**src/sv/dto_pkg.sv**
```systemverilog
package dto_pkg;

	localparam int MAX_NODES   = 32;
	localparam int MAX_OUTPUTS = 32;
	localparam int DEPTH       = MAX_NODES * MAX_OUTPUTS;
	localparam int ADDR_W      = $clog2(DEPTH);
	localparam int IDX_W       = $clog2(MAX_NODES);
	localparam int NODE_W      = 5;
	localparam int SLOT_W      = 5;
	localparam int CNT_W       = 6;
	localparam int REM_W       = 11;
	localparam int EDGE_W      = 6;

	localparam logic [1:0] ST_OK           = 2'd0;
	localparam logic [1:0] ST_BAD_ENTRY    = 2'd1;
	localparam logic [1:0] ST_EXTRA_SOURCE = 2'd2;
	localparam logic [1:0] ST_UNREACHED    = 2'd3;

	localparam logic [1:0] REG_NODE_COUNT = 2'd0;
	localparam logic [1:0] REG_ENTRY_NODE = 2'd1;

	typedef struct packed {
		logic [NODE_W-1:0] node_index;
		logic [SLOT_W-1:0] slot_index;
		logic [NODE_W-1:0] target;
		logic              target_valid;
		logic              last;
	} in_item_t;

	typedef struct packed {
		logic [NODE_W-1:0] position;
		logic [NODE_W-1:0] node_id;
		logic [1:0]        status;
		logic              last_result;
	} out_item_t;

	typedef struct packed {
		logic       load;
		logic       run_init;
		logic       tally_issue;
		logic       sel_entry;
		logic       sweep_init;
		logic       sweep_step;
		logic       walk_init;
		logic       walk_rd;
		logic       walk_ex;
		logic       emit_step;
		logic       emit_err;
		logic [1:0] err_code;
		logic       clear_step;
	} cmd_t;

	typedef struct packed {
		logic entry_bad;
		logic tally_done;
		logic rem_nz;
		logic sweep_last;
		logic sw_is_entry;
		logic sp_zero;
		logic clear_last;
	} sts_t;

endpackage

```
**src/sv/dto_ctrl.sv**
```systemverilog
module dto_ctrl import dto_pkg::*; (
	input  logic clk,
	input  logic arst_n,
	input  logic start,
	input  logic last,
	input  sts_t sts,
	output cmd_t cmd,
	output logic busy
);

	localparam logic [3:0] S_CLEAR = 4'd0;
	localparam logic [3:0] S_IDLE  = 4'd1;
	localparam logic [3:0] S_TALLY = 4'd2;
	localparam logic [3:0] S_CHKE  = 4'd3;
	localparam logic [3:0] S_CHKS  = 4'd4;
	localparam logic [3:0] S_WRD   = 4'd5;
	localparam logic [3:0] S_WEX   = 4'd6;
	localparam logic [3:0] S_CHKA  = 4'd7;
	localparam logic [3:0] S_EMIT  = 4'd8;
	localparam logic [3:0] S_ERR   = 4'd9;

	logic [3:0] state_q, state_d;
	logic [1:0] err_q, err_d;

	assign busy = (state_q != S_IDLE);

	always_comb begin
		cmd     = '0;
		state_d = state_q;
		err_d   = err_q;
		cmd.err_code = err_q;
		case (state_q)
			S_CLEAR: begin
				cmd.clear_step = 1'b1;
				if (sts.clear_last)
					state_d = S_IDLE;
			end
			S_IDLE: begin
				if (start) begin
					cmd.load = 1'b1;
					if (last) begin
						cmd.run_init = 1'b1;
						if (sts.entry_bad) begin
							err_d   = ST_BAD_ENTRY;
							state_d = S_ERR;
						end else begin
							state_d = S_TALLY;
						end
					end
				end
			end
			S_TALLY: begin
				cmd.tally_issue = !sts.tally_done;
				if (sts.tally_done)
					state_d = S_CHKE;
			end
			S_CHKE: begin
				cmd.sel_entry = 1'b1;
				if (sts.rem_nz) begin
					err_d   = ST_BAD_ENTRY;
					state_d = S_ERR;
				end else begin
					cmd.sweep_init = 1'b1;
					state_d = S_CHKS;
				end
			end
			S_CHKS: begin
				cmd.sweep_step = 1'b1;
				if (!sts.rem_nz && !sts.sw_is_entry) begin
					err_d   = ST_EXTRA_SOURCE;
					state_d = S_ERR;
				end else if (sts.sweep_last) begin
					cmd.walk_init = 1'b1;
					state_d = S_WRD;
				end
			end
			S_WRD: begin
				if (sts.sp_zero) begin
					cmd.sweep_init = 1'b1;
					state_d = S_CHKA;
				end else begin
					cmd.walk_rd = 1'b1;
					state_d = S_WEX;
				end
			end
			S_WEX: begin
				cmd.walk_ex = 1'b1;
				state_d = S_WRD;
			end
			S_CHKA: begin
				cmd.sweep_step = 1'b1;
				if (sts.rem_nz) begin
					err_d   = ST_UNREACHED;
					state_d = S_ERR;
				end else if (sts.sweep_last) begin
					cmd.sweep_init = 1'b1;
					state_d = S_EMIT;
				end
			end
			S_EMIT: begin
				cmd.emit_step = 1'b1;
				if (sts.sweep_last)
					state_d = S_CLEAR;
			end
			S_ERR: begin
				cmd.emit_err = 1'b1;
				state_d = S_CLEAR;
			end
			default: begin
				state_d = S_CLEAR;
			end
		endcase
	end

	always_ff @(posedge clk or negedge arst_n) begin
		if (!arst_n) begin
			state_q <= S_CLEAR;
			err_q   <= ST_OK;
		end else begin
			state_q <= state_d;
			err_q   <= err_d;
		end
	end

endmodule

```
**config.mk**
```make
export PLATFORM = sky130hd
export DESIGN_NAME = dto_ctrl
export DESIGN_NICKNAME = d
export VERILOG_FILES = /design/src/sv/dto_pkg.sv /design/src/sv/dto_ctrl.sv
export SDC_FILE = /design/constraint.sdc
export NUM_CORES = 1
export LEC_CHECK = 0
export BUFFER_PORTS_ARGS = -buffer_cell sky130_fd_sc_hd__buf_2
export CAP_MARGIN = 10
export CORE_AREA = 5 5 42 44
export CTS_BUF_LIST = sky130_fd_sc_hd__clkbuf_2 sky130_fd_sc_hd__clkbuf_4 sky130_fd_sc_hd__clkbuf_8
export DETAILED_ROUTE_END_ITERATION = 7
export DIE_AREA = 0 0 47 49
export GPL_TIMING_DRIVEN = 1
export MAX_ROUTING_LAYER = met4
export PLACE_DENSITY = 0.85
export REMOVE_ABC_BUFFERS = 1
export SETUP_SLACK_MARGIN = 0.05
export SLEW_MARGIN = 40
export SYNTH_ARGS = -nofsm -noshare
export SYNTH_HDL_FRONTEND = slang
export SYNTH_SLANG_ARGS = --single-unit
```
**constraint.sdc**
```tcl
create_clock -name clk -period 2.1 [get_ports clk]
set_input_delay 0.21 -clock clk [delete_from_list [all_inputs] [get_ports clk]]
set_output_delay 0.21 -clock clk [all_outputs]
set_load 0.01 [all_outputs]
```
# After elaboration in Yosys (flattened, before gate mapping)

Cells that the tools add are included.

Register bits: 6
Bits of input ports: 11
Output and inout port bits: 15
Word-level logic and storage cells: 71

Equal/unequal tests: 21
Muxes and demuxes: 39
Reduce and logical (&&, ||, !) cells: 9

Operator list:

| cell                                          | count |
|---|---|
| two-way mux 4 bit                             | 11 |
| one-hot mux 4 bit (9 select lines)            | 1 |
| != test 2 bit, second input constant          | 9 |
| two-way mux 1 bit                             | 17 |
| == test 4 x 3 -> 1 bit, second input constant | 4 |
| two-way mux 2 bit                             | 8 |
| AND reduction 7 bit                           | 2 |
| == test 4 x 2 -> 1 bit, second input constant | 2 |
| == test 4 bit, second input constant          | 2 |
| one-hot mux 2 bit (4 select lines)            | 1 |
| != test 3 bit, second input constant          | 2 |
| == test 4 x 1 -> 1 bit, second input constant | 1 |
| logical NOT 4 bit                             | 1 |
| != test 4 x 1 -> 1 bit, second input constant | 1 |
| nonzero test 4 bit                            | 1 |
| logical NOT 1 bit                             | 3 |
| one-hot mux 1 bit (3 select lines)            | 1 |
| OR reduction 2 bit                            | 1 |
| logical AND 1 bit                             | 1 |

# Logic depth before layout (Yosys ltp)

Depth in word-level cells: 4
Mapped depth: 6
Depth with buffers taken out: 5

# Worst setup path after synthesis

No wires, ideal clock.

Kind: register to register
Start point: reg state_q[3]
End point: reg err_q[0]
Setup time: 0.128 ns
Arrival: 1.627 ns
Required time: 1.972 ns
Slack: 0.345 ns
Stages on the path, launching flop included: 6
Path buffers: 0
Period minus slack after synthesis: 1.755 ns
Path through: dfrtp_1 > or4b_4 > nor2_4 > o2bb2ai_2 > o21ai_2 > mux2_1

Longest elaborated chain between the ends: 3
Elaborated cells between the ends (all ways): 13
Classes of those cells: eq/ne: 10; mux: 1; reduce/logical: 2

Ends and longest elaborated chain:

| element                                                              | line            | RTL |
|---|---|---|
| start, declared                                                      | dto_ctrl.sv:22  | `logic [3:0] state_q, state_d;` |
| start signal, assigned                                               | dto_ctrl.sv:120 | `state_q <= state_d;` |
| == test 4 x 3 -> 1 bit, or another cell as far along                 | dto_ctrl.sv:32  | `case (state_q)` |
| nonzero test 4 bit (no source line) or != test 2 bit (tied branches) | -               |  |
| AND reduction 7 bit (no source line)                                 | -               |  |
| end signal, assigned                                                 | dto_ctrl.sv:121 | `err_q <= err_d;` |
| end, declared                                                        | dto_ctrl.sv:23  | `logic [1:0] err_q, err_d;` |

Parallel ways exist; a longest one is shown, timed or not.
A chain may end at the register's enable or synchronous reset.

# Worst setup path after layout

Start point: reg state_q[3]
End point: reg state_q[0]

Longest elaborated chain between the ends: 3
Elaborated cells between the ends (all ways): 18
Classes of those cells: eq/ne: 15; mux: 1; reduce/logical: 2

Ends and longest elaborated chain:

| element                                                         | line |
|---|---|
| == test 4 x 3 -> 1 bit, or another cell as far along            | dto_ctrl.sv:32 |
| != test 3 bit (no source line) or != test 2 bit (tied branches) | - |
| AND reduction 7 bit (no source line)                            | - |

Parallel ways exist; a longest one is shown, timed or not.

==> metrics <==
Final WS setup=223.0 ps; vias in the first global route=594; design area=753.2 sq um; Util after Layout=53.75%; Post-Route WL=1472 um; max incr delay on CP=620 ps; postcts setup bufs=0; outcome=finished, final reports clean; gr usage total=14.89%; DRC Markers=0; Fin Clk Skew=2.302 ps; Cells after Synth=74; Final period util=89.38%; Site Rows=14; CTS root buf=clkbuf_4; YS warnings=0; Slowest cell on crit path=or4b_4; Starting Density=41.43%; cell family with most CP delay=simple AND/OR/NAND/NOR gates; Slew Viols, Final=0; I/O pins=26; initial antenna violation count=0; Worst EP required=2210 ps; Num Clock Sinks=6; H-tree depth=1; largest net degree at the start of global routing=16; routability cong.=0.7918; Async S/R FF share, synth=100.0%; detailed placement HPWL=1204 um; Final Hold Viols=0; RSZ-0062 raised after global routing=false; EDFF count, synth=0; Clock Pin Slew Worst Setup and Hold Paths=40 ps; Worst Setup End Kind=register; setup_tns=0 ps; worst IR drop on VDD=810.1 uV; Nets=112; Worst Min Path Start=sts[3]; crit path time final=1877 ps; M1 WL=600 um; die area=2303 sq um; Post-Place Setup Slack=145.0 ps; max_slew headroom=77.59%; Bufs and invs on worst path=0; IO buf count=25; sequential share of the synthesized area=25.86%; global-route wire length before repair=2525 um; DR vias/cell=5.643; main flop type after synthesis=dfrtp_1; Max Cap Viol=0; Crit Path Class=register to register; synthesis-stage register bit count=6; Syn Area/Cell=7.845 sq um; Remaining Overflow, GRT=0; commonest non-fill, non-tap cell in the layout=buf_2; Via Count=649; DR pass1 iterations=4; met3 wire len=35 um; area grow syn2layout=29.74%; worst skew pair latency=230 ps; drt initial violations=18; distinct cell type count after synthesis=34; FILL cells=140; reg2reg start=state_q[3]; CP Data Arrival Time=1990 ps; layout cells sized above 1=38.38%; Final ANT Viol Nets=0; WL/cell=12.80 um; achievable frequency=532.8 MHz; most frequent cells in the layout=buf_2, a21oi_1, nor2_1; critical-path cell list=or4b_4 > a21oi_1 > nor3_1 > nand2_1 > mux2_1; Worst Hold Class=primary input to register; Final Setup Violations=0; Die W=47 um; DR top layer=met4; PD cells=1298 nW/um^2; synthesized area=580.6 sq um; Post-DP Area=711.9 sq um; Crit Path Max Fanout=9; CTS Buffer Depth=2; CTS tree=built; n_diodes=0; core area=1401 sq um; Die Y=49 um; crit path from=state_q[3]; Worst Tran Pin Value=331.9 ps; Critical Path Source Type=register; Leakage=0.0003420 uW; met2 routed WL=821 um; clock buffer count from CTS=3
[per-layer routing]
layer | up-vias | track usage [%]
met5 | - | -
met4 | 0 | 8.295
met3 | 2 | 1.476
met2 | 15 | 23.53
met1 | 313 | 17.67
li1 | 319 | -
[sequential cells by signal (all words and copies together), names as in the netlist]
name     count
err_q        2
state_q      4
[repair_timing]
action | in CTS | in global routing
endpoints found under the setup margin | 0 | 1
gates resized for setup | 0 | 4
hold endpoints to repair | 6 | 0
hold buffers | 1 | 0
[path summary, 6_finish.rpt]
check | end | depth (start not counted) | slack, ps
min in group asynchronous | err_q[1] | 2 | 330
worst min register to register | err_q[1] | 1 | 480
worst max-delay path | state_q[0] | 5 | 220
worst min-delay path | state_q[3] | 2 | 270
max in group asynchronous | state_q[0] | 2 | 1620
worst max register to register | state_q[0] | 5 | 220
[cells in the mapped netlist (all sizes together) (3+ instances only)]
cell type | count | area share (%)
nand2 | 6 | 3.9
nand2b | 4 | 4.3
clkbuf | 3 | 1.9
buf | 3 | 3.0
mux2 | 4 | 7.8
nor3 | 4 | 3.4
o21ai | 4 | 4.1
dfrtp | 6 | 26
nor2 | 8 | 6.5
a21oi | 7 | 6.0
[cell families (layout without fill, tap and decap cells)]
kind of cell           after synthesis  after routing  share of synthesized area (%)
AND/OR/NAND/NOR                     32             32                          30.61
AO/OA/AOI/OAI                       24             24                          29.53
buffers and inverters                8             33                          6.251
flip-flops                           6              6                          25.86
multiplexers                         4              4                          7.758
[layout make-up]
class / count / area (sq um) / area share, %
well taps: 16 / 20.02 / 2.658
inverters: 2 / 7.507 / 0.9967
flip-flops and latches: 6 / 152.6 / 20.27
multi-input cells: 60 / 400.4 / 53.16
clock buffers: 3 / 22.52 / 2.990
repair buffers: 28 / 150.1 / 19.93
[metrics by stage]
stage | hold WS (ps) | cells | total power (uW)
4_1_cts | 245.5 | 115 | 968.7
3_3_place_gp | 32.30 | 111 | 850.9
2_1_floorplan | -85.59 | 68 | 658.2
5_1_grt | 270.8 | 115 | 1079
3_5_place_dp | 33.45 | 111 | 862.3
6_report | 273.1 | 115 | 977.9
[where the power goes]
group	leakage, uW	internal [uW]	total [uW]	switching (uW)
registers	0.0000721	168	250	82.5
clock network	0.0000138	64.1	97.4	33.3
logic	0.000256	282	630	348
total	0.000342	514	978	464
Power figures use the tool's default switching activity.
